$ cat src/skq_pkg.sv
// shared types and constants for the sorted key queue
package skq_pkg;

    localparam int DefDepth        = 16;
    localparam int DefPayloadWidth = 32;
    localparam int KeyWidth        = 32;

    typedef enum logic [2:0] {
        K_PREPEND    = 3'd0,
        K_APPEND     = 3'd1,
        K_REMOVE_HD  = 3'd2,
        K_INSERT     = 3'd3,
        K_REMOVE_KEY = 3'd4
    } t_kind;

    typedef enum logic [1:0] {
        ST_OK       = 2'd0,
        ST_EMPTY    = 2'd1,
        ST_NOTFOUND = 2'd2,
        ST_FULL     = 2'd3
    } t_status;

    typedef enum logic [1:0] {
        S_IDLE,
        S_EXEC,
        S_OUT
    } t_state;

    // controller to datapath
    typedef struct packed {
        logic load;
        logic exec;
    } t_cmd;

    localparam logic signed [KeyWidth-1:0] KeyMin = {1'b1, {(KeyWidth-1){1'b0}}};
    localparam logic signed [KeyWidth-1:0] KeyMax = {1'b0, {(KeyWidth-1){1'b1}}};

endpackage

$ cat src/skq_ctrl.sv
// controller state machine of the sorted key queue
module skq_ctrl
    import skq_pkg::*;
(
    input  logic i_clk,
    input  logic i_rst_n,
    input  logic i_in_valid,
    input  logic i_out_ready,
    output logic o_in_ready,
    output logic o_out_valid,
    output t_cmd o_cmd
);

    t_state r_state, n_state;

    always_ff @(posedge i_clk) begin
        if (!i_rst_n) begin
            r_state <= S_IDLE;
        end else begin
            r_state <= n_state;
        end
    end

    always_comb begin
        n_state = r_state;
        unique case (r_state)
            S_IDLE: if (i_in_valid) n_state = S_EXEC;
            S_EXEC: n_state = S_OUT;
            S_OUT: begin
                if (i_out_ready) n_state = i_in_valid ? S_EXEC : S_IDLE;
            end
            default: n_state = S_IDLE;
        endcase
    end

    always_comb begin
        o_in_ready  = 1'b0;
        o_out_valid = 1'b0;
        o_cmd       = '0;
        unique case (r_state)
            S_IDLE: begin
                o_in_ready = 1'b1;
                o_cmd.load = i_in_valid;
            end
            S_EXEC: o_cmd.exec = 1'b1;
            S_OUT: begin
                o_out_valid = 1'b1;
                o_in_ready  = i_out_ready;
                o_cmd.load  = i_out_ready & i_in_valid;
            end
            default: ;
        endcase
    end

`ifndef SYNTHESIS
    a_exec_then_out: assert property (@(posedge i_clk) disable iff (!i_rst_n)
        o_cmd.exec |=> o_out_valid) else $error("exec not followed by result");
    a_no_load_exec: assert property (@(posedge i_clk) disable iff (!i_rst_n)
        !(o_cmd.load && o_cmd.exec)) else $error("load during exec");
    a_load_exec: assert property (@(posedge i_clk) disable iff (!i_rst_n)
        o_cmd.load |=> o_cmd.exec) else $error("load not followed by exec");
`endif

endmodule

$ cat src/skq_dp.sv
// datapath of the sorted key queue: cell array with compare and shift
module skq_dp
    import skq_pkg::*;
#(
    parameter int DEPTH         = DefDepth,
    parameter int PAYLOAD_WIDTH = DefPayloadWidth
)(
    input  logic                        i_clk,
    input  logic                        i_rst_n,
    input  t_cmd                        i_cmd,
    input  logic [2:0]                  i_kind,
    input  logic signed [KeyWidth-1:0]  i_key,
    input  logic [31:0]                 i_payload,
    output logic [1:0]                  o_status,
    output logic signed [KeyWidth-1:0]  o_key,
    output logic [31:0]                 o_payload
);

    localparam int CW = $clog2(DEPTH + 1);
    localparam int IW = $clog2(DEPTH);

    logic signed [KeyWidth-1:0] r_keys [DEPTH];
    logic [PAYLOAD_WIDTH-1:0]   r_pays [DEPTH];
    logic [CW-1:0]              r_count;
    logic [2:0]                 r_kind;
    logic signed [KeyWidth-1:0] r_key;
    logic [PAYLOAD_WIDTH-1:0]   r_pay;
    logic [1:0]                 r_status;
    logic signed [KeyWidth-1:0] r_kout;
    logic [31:0]                r_pout;

    logic [DEPTH-1:0] w_occ, w_gt, w_eq, w_before;
    logic [DEPTH-1:0] w_ins_sh, w_rem_sh, w_ins_at;
    logic             w_found;
    logic [IW-1:0]    w_fidx;
    logic             w_full, w_empty;
    logic signed [KeyWidth-1:0] w_head, w_tail, w_newkey;
    logic [1:0]       w_status;
    logic signed [KeyWidth-1:0] w_kout;
    logic [31:0]      w_pout;
    logic             w_do_ins, w_do_rem;

    assign w_full  = (r_count == CW'(DEPTH));
    assign w_empty = (r_count == '0);
    assign w_head  = r_keys[0];
    assign w_tail  = r_keys[IW'(r_count - CW'(1))];

    // per-cell compares, then a prefix pass for the first match
    always_comb begin
        for (int i = 0; i < DEPTH; i++) begin
            w_occ[i] = (CW'(i) < r_count);
            w_gt[i]  = w_occ[i] && (r_keys[i] > r_key);
            w_eq[i]  = w_occ[i] && (r_keys[i] == r_key);
        end
        w_before[0] = 1'b0;
        for (int i = 1; i < DEPTH; i++) w_before[i] = w_before[i-1] | w_eq[i-1];
        w_found = |w_eq;
        w_fidx  = '0;
        for (int i = DEPTH - 1; i >= 0; i--) if (w_eq[i]) w_fidx = IW'(i);
    end

    always_comb begin
        w_status = ST_OK;
        w_kout   = '0;
        w_pout   = '0;
        w_newkey = '0;
        w_do_ins = 1'b0;
        w_do_rem = 1'b0;
        w_ins_sh = '0;
        w_ins_at = '0;
        w_rem_sh = '0;
        case (r_kind) inside
            K_PREPEND, K_APPEND, K_INSERT: begin
                if (w_full) begin
                    w_status = ST_FULL;
                end else begin
                    w_do_ins = 1'b1;
                    if (r_kind == K_PREPEND) begin
                        w_newkey = w_empty ? '0 : (w_head == KeyMin ? KeyMin : w_head - 1);
                        w_ins_sh = w_occ;
                    end else if (r_kind == K_APPEND) begin
                        w_newkey = w_empty ? '0 : (w_tail == KeyMax ? KeyMax : w_tail + 1);
                    end else begin
                        w_newkey = r_key;
                        w_ins_sh = w_gt;
                    end
                    w_kout = w_newkey;
                    // slot: lowest cell that moves up, else the first free cell
                    for (int i = 0; i < DEPTH; i++)
                        if (w_ins_sh[i] && (i == 0 || !w_ins_sh[(i == 0) ? 0 : i-1]))
                            w_ins_at[i] = 1'b1;
                    if (w_ins_sh == '0)
                        for (int i = 0; i < DEPTH; i++) w_ins_at[i] = (CW'(i) == r_count);
                end
            end
            K_REMOVE_HD, K_REMOVE_KEY: begin
                if (w_empty) begin
                    w_status = ST_EMPTY;
                end else if (r_kind == K_REMOVE_HD) begin
                    w_do_rem = 1'b1;
                    w_kout   = r_keys[0];
                    w_pout   = 32'(r_pays[0]);
                    w_rem_sh = w_occ;
                end else if (!w_found) begin
                    w_status = ST_NOTFOUND;
                end else begin
                    w_do_rem = 1'b1;
                    w_kout   = r_keys[w_fidx];
                    w_pout   = 32'(r_pays[w_fidx]);
                    for (int i = 0; i < DEPTH; i++) w_rem_sh[i] = w_before[i] | w_eq[i];
                end
            end
            default: ;
        endcase
    end

    always_ff @(posedge i_clk) begin
        if (!i_rst_n) begin
            r_count <= '0;
        end else if (i_cmd.exec) begin
            if (w_do_ins) r_count <= r_count + CW'(1);
            else if (w_do_rem) r_count <= r_count - CW'(1);
        end
    end

    always_ff @(posedge i_clk) begin
        if (i_cmd.load) begin
            r_kind <= i_kind;
            r_key  <= i_key;
            r_pay  <= PAYLOAD_WIDTH'(i_payload);
        end
        if (i_cmd.exec) begin
            r_status <= w_status;
            r_kout   <= w_kout;
            r_pout   <= w_pout;
            for (int i = 0; i < DEPTH; i++) begin
                if (w_do_ins) begin
                    // cells from the slot upward move up by one
                    if (w_ins_at[i]) begin
                        r_keys[i] <= w_newkey;
                        r_pays[i] <= r_pay;
                    end else if (i > 0 && w_ins_sh[(i == 0) ? 0 : i-1]) begin
                        r_keys[i] <= r_keys[(i == 0) ? 0 : i-1];
                        r_pays[i] <= r_pays[(i == 0) ? 0 : i-1];
                    end
                end else if (w_do_rem && i + 1 < DEPTH && w_rem_sh[i]
                             && w_occ[(i + 1) % DEPTH]) begin
                    r_keys[i] <= r_keys[(i + 1) % DEPTH];
                    r_pays[i] <= r_pays[(i + 1) % DEPTH];
                end
            end
        end
    end

    assign o_status  = r_status;
    assign o_key     = r_kout;
    assign o_payload = r_pout;

`ifndef SYNTHESIS
    a_count_bound: assert property (@(posedge i_clk) disable iff (!i_rst_n)
        r_count <= CW'(DEPTH)) else $error("count above depth");
    a_full_hold: assert property (@(posedge i_clk) disable iff (!i_rst_n)
        (i_cmd.exec && w_status == ST_FULL) |=> $stable(r_count))
        else $error("full insert changed count");
    a_ins_one: assert property (@(posedge i_clk) disable iff (!i_rst_n)
        (i_cmd.exec && w_do_ins) |-> $onehot(w_ins_at)) else $error("insert slot not unique");
`endif

endmodule

$ cat src/sorted_key_queue.sv
// sorted key queue: one operation per beat, parallel compare and shift cells
// each input beat is first loaded, then executed, and the result beat is sent from registers
// the queue works on one operation at a time: no new input beat is taken while one is in flight
// the next input beat is taken at the earliest in the cycle the result beat leaves
// reset: synchronous active low, empties the queue; cell contents are left as they are
module sorted_key_queue
    import skq_pkg::*;
#(
    parameter int DEPTH         = DefDepth,
    parameter int PAYLOAD_WIDTH = DefPayloadWidth
)(
    input  logic        i_clk,
    input  logic        i_rst_n,
    input  logic        s_axis_tvalid,
    output logic        s_axis_tready,
    input  logic [2:0]  s_axis_tuser,  // kind
    input  logic [63:0] s_axis_tdata,  // key_in[31:0], payload_in[63:32]
    output logic        m_axis_tvalid,
    input  logic        m_axis_tready,
    output logic [71:0] m_axis_tdata   // status[1:0], key_out[33:2], payload_out[65:34], zero
);

    t_cmd w_cmd;
    logic [1:0]  w_status;
    logic [31:0] w_key, w_pay;

    skq_ctrl u_ctrl (
        .i_clk       (i_clk),
        .i_rst_n     (i_rst_n),
        .i_in_valid  (s_axis_tvalid),
        .i_out_ready (m_axis_tready),
        .o_in_ready  (s_axis_tready),
        .o_out_valid (m_axis_tvalid),
        .o_cmd       (w_cmd)
    );

    skq_dp #(.DEPTH(DEPTH), .PAYLOAD_WIDTH(PAYLOAD_WIDTH)) u_dp (
        .i_clk     (i_clk),
        .i_rst_n   (i_rst_n),
        .i_cmd     (w_cmd),
        .i_kind    (s_axis_tuser),
        .i_key     (s_axis_tdata[31:0]),
        .i_payload (s_axis_tdata[63:32]),
        .o_status  (w_status),
        .o_key     (w_key),
        .o_payload (w_pay)
    );

    assign m_axis_tdata = {6'd0, w_pay, w_key, w_status};

endmodule

$ cat config.mk
export PLATFORM = sky130hd
export DESIGN_NAME = sorted_key_queue
export DESIGN_NICKNAME = d
export VERILOG_FILES = /design/src/skq_pkg.sv /design/src/skq_ctrl.sv /design/src/skq_dp.sv /design/src/sorted_key_queue.sv
export SDC_FILE = /design/constraint.sdc
export NUM_CORES = 2
export LEC_CHECK = 0
export BUFFER_PORTS_ARGS = -buffer_cell sky130_fd_sc_hd__buf_2
export CAP_MARGIN = 15
export CORE_MARGIN = 2
export CORE_UTILIZATION = 50
export CTS_BUF_LIST = sky130_fd_sc_hd__clkbuf_4
export DETAILED_ROUTE_END_ITERATION = 10
export GPL_TIMING_DRIVEN = 1
export HOLD_SLACK_MARGIN = 0.03
export PLACE_DENSITY = 0.68
export SLEW_MARGIN = 30
export SYNTH_ARGS = -nofsm -noshare
export SYNTH_HDL_FRONTEND = slang
export SYNTH_SLANG_ARGS = --single-unit
$ cat constraint.sdc
create_clock -name i_clk -period 15.9 [get_ports i_clk]
set_clock_uncertainty 0.05 [all_clocks]
set_input_delay 3.18 -clock i_clk [delete_from_list [all_inputs] [get_ports i_clk]]
set_output_delay 3.18 -clock i_clk [all_outputs]
set_load 0.1 [all_outputs]
==> flow_summary.yaml <==
run_status:
  status: "completed"
placement:
  dpl_cell_area_um2: 84810
  dp_hpwl_mm: 253.2
  io_buffers: 138
  place_congestion: 1.129
synth:
  synth_async_sr_flop_share_pct: 0
  synth_top_area_share_pct: 42.53
  synth_sequential_area_ratio_pct: 42.70
  ys_top_cells_by_count: "edfxtp_1 (1,157), nand2_1 (914), o21ai_1 (772)"
  synth_cell_types: 104
  synth_cells: 7584
  ys_ff_latch: 1164
  yosys.area.top_type: "edfxtp_1"
  synth.area.top_cells: "edfxtp_1 (43%), mux2i_1 (9.1%), ha_1 (8.0%)"
  yosysMostFrequentCell: "edfxtp_1"
  synthesis.area_um2: 81690
  yosys_warnings: 0
  synth_enable_flop_cells: 1157
  avgSynthCellArea_um2: 10.77
  ys.flop_type: "edfxtp_1"
drt:
  drt-initial-drc-count: 13460
  via_per_inst: 7.434
  drt_wl_total_mm: 389.6
  num_vias: 75250
  ant_nets: 0
  drt-wirelength-per-cell_um: 38.48
  drc: 0
  firstDrtPassIters: 7
clock_tree:
  clock_latency_ns: 1.46
  hold_buffers: 0
  cts_buffers: 347
  cts_setup_buffers: 0
  htree_levels: 5
  root_buffer: "clkbuf_4"
  cts_resized: 0
  clockBufferDepth: 4
  clkTransAtPathRegs_ns: 0.07
  clock_sinks: 1164
  tritoncts: "yes"
pwr:
  p_seq_share_pct: 47.6
  pwr-share-comb_pct: 12.5
  power.density_nw_per_um2: 82.42
  switchingPower_mw: 2.121
  power_frac_clock_pct: 39.9
  ir_drop_uv: 86.48
  finalPower_mw: 7.349
  swShare_pct: 28.87
  p_leak_nw: 30.70
  internal_power_mw: 5.227
sta:
  max_slew_margin_pct: 24.90
  finalSetupViolCount: 0
  min_period_over_period_pct: 49.11
  drv_slew: 0
  rsz0062_at_grt: "false"
  final-hold-violation-count: 0
  fin_setup_tns_ns: 0
  tightestPinTransition_ns: 1.127
  max_clock_freq_mhz: 128.1
  period_needed_ns: 7.808
setup_path:
  cp_num_buf_inv: 3
  cp.arrival_ns: 8.81
  r2r-end: "u_dp.o_key[23]"
  startpoint_type: "flop"
  path_cells: "inv_2 > ha_4 > buf_4 > mux4_2 > mux2i_1 > a21oi_1 > ha_1 > nand3_1 > nor2_1 > buf_4 > nand4_2 > nor2b_1 > nand2_1 > o2111ai_2 > o21ai_0"
  r2r-start: "u_dp.r_count[1]"
  r2r_cells: 15
  slowest_delay_ns: 0.95
  critPathCaptureType: "flop"
  cp_max_fo: 47
  critical_path_required_ns: 16.90
  cp-startpoint: "u_dp.r_count[1]"
  crit_path_frequent_cell: "buf_4"
  reg2reg_slack_ns: 8.09
  crit_family: "simple AND/OR/NAND/NOR gates"
  crit_path_top_delay_cell: "nor2b_1"
  crit_type: "reg -> reg"
floorplan:
  dieArea_um2: 166600
  rows: 148
  die_height_um: 408.2
  initial_utilization_pct: 50.25
  core_um2: 162600
  io_pins: 145
  die_w_um: 408.2
cells_and_area:
  multi_input_area_um2: 44560
  num-fill-cells: 14320
  regArea_um2: 34890
  finalCoreUtilization_pct: 54.84
  design_area_um2: 89160
  areaGrowthSynthToFinish_pct: 9.139
  fin_nets: 8281
  drive_above_1_share_pct: 16.75
job:
  cap_violations: 0
global_route:
  grt_pass1_vias: 69440
  antenna_found_initial: 22
  grt_overflow: 0
  grt_usage_pct: 45.46
  grt_pass1_wl_mm: 536.1
  grt_max_degree: 128
min_path:
  min_path_type: "reg -> reg"
  hp-start: "u_dp.r_pays[15][5]"
  holdPathStages: 2
  holdPathEnd: "u_dp.r_pays[14][5]"
## area by class of cell
cell class                 count  area share [%]
multi-input combinational   5745           49.97
sequential                  1164           39.13
clock buffer                 504           4.244
tap                         2175           3.052
timing repair buffer         354           2.759
clock inverter                81          0.4519
inverter                      78          0.3284
antenna                       22         0.06175
## power groups by stage
stage / Clock (mW) / Combinational [mW] / Sequential (mW)
after global placement: 0 / 0.863 / 3.56
after detailed placement: 0 / 0.879 / 3.56
after floorplan: 0 / 0.532 / 3.58
after CTS: 2.94 / 0.882 / 3.50
after global routing: 3.09 / 0.961 / 3.50
final: 2.93 / 0.918 / 3.50
## layout by cell type, fill, tap and decap left out, drive strengths merged, types with 17 or more instances in the layout
cell type	netlist	routed
a22o	49	49
o21ai	1116	1116
nand2b	19	19
a21oi	232	232
inv	78	81
mux4	250	250
nor2	164	164
nor2b	44	44
nand3	112	112
buf	221	354
clkbuf	381	504
o211ai	41	41
edfxtp	1157	1157
a32oi	17	17
o311ai	19	19
xnor2	36	36
clkinv	0	75
nand4	160	160
o31ai	20	20
and2	24	24
and3	97	97
ha	520	520
mux2i	740	740
o21a	31	31
a21o	131	131
nand2	914	914
diode	0	22
mux2	102	102
a22oi	423	423
xor2	27	27
nor3	78	78
a211oi	95	95
nor4	72	72
## worst min-delay path: cells and delay by family, from the launching register on
family / cells / cell delay, ns
flip-flops: 1 / 0.34
AND/OR/NAND/NOR: 1 / 0.05
AO/OA/AOI/OAI: 1 / 0.06
## flip-flops by register name (all words and copies together), names as in the netlist
register	count
u_dp.o_status	2
u_dp.o_key	32
u_dp.o_payload	32
u_dp.r_pay	32
u_dp.r_keys	512
u_ctrl.r_state	2
u_dp.r_count	5
u_dp.r_key	32
u_dp.r_pays	512
u_dp.r_kind	3
## worst max path at each step
stage                          endpoint  depth (start not counted)
CTS                  u_dp.r_keys[2][28]                         14
global route        u_dp.r_keys[10][17]                         14
floorplan            u_dp.r_keys[12][0]                         14
detailed placement  u_dp.r_keys[10][18]                         14
global placement      u_dp.o_payload[6]                         16
finish                   u_dp.o_key[23]                         15
## per-stage QoR
| stage | instances | hold slack, ns | worst slack, ns |
|---|---|---|---|
| after floorplan | 7589 | 0.4783 | 4.888 |
| after global placement | 9509 | 0.4872 | 8.265 |
| after detailed placement | 9513 | 0.5020 | 8.504 |
| after CTS | 10100 | 0.4871 | 8.458 |
| after global routing | 10110 | 0.5189 | 8.094 |
| final | 10120 | 0.4879 | 8.092 |
## cells by family (layout without fill, tap and decap cells)
group,count (synthesis),in the layout,share of synthesized area [%]
flops,1164,1164,42.70
simple gates,1753,1753,10.11
other cells,1,28,0.004590
fa+ha+maj,520,520,7.964
compound gates,2311,2311,17.52
xor+xnor,63,63,0.7076
buf+inv,680,1017,3.628
mux,1092,1092,17.37
## metal layers
layer  vias up  share of wire, %  global-route usage [%]  routed length (um)
li1      30170                 -                       -                   -
met1     36350                37                   60.07              142300
met2      7118                41                   63.98              159400
met3      1602                15                   14.71               57210
met4        12               7.8                   29.37               30520
met5         -             0.023                 0.08621                  90
(Power assumes the default switching activity.)
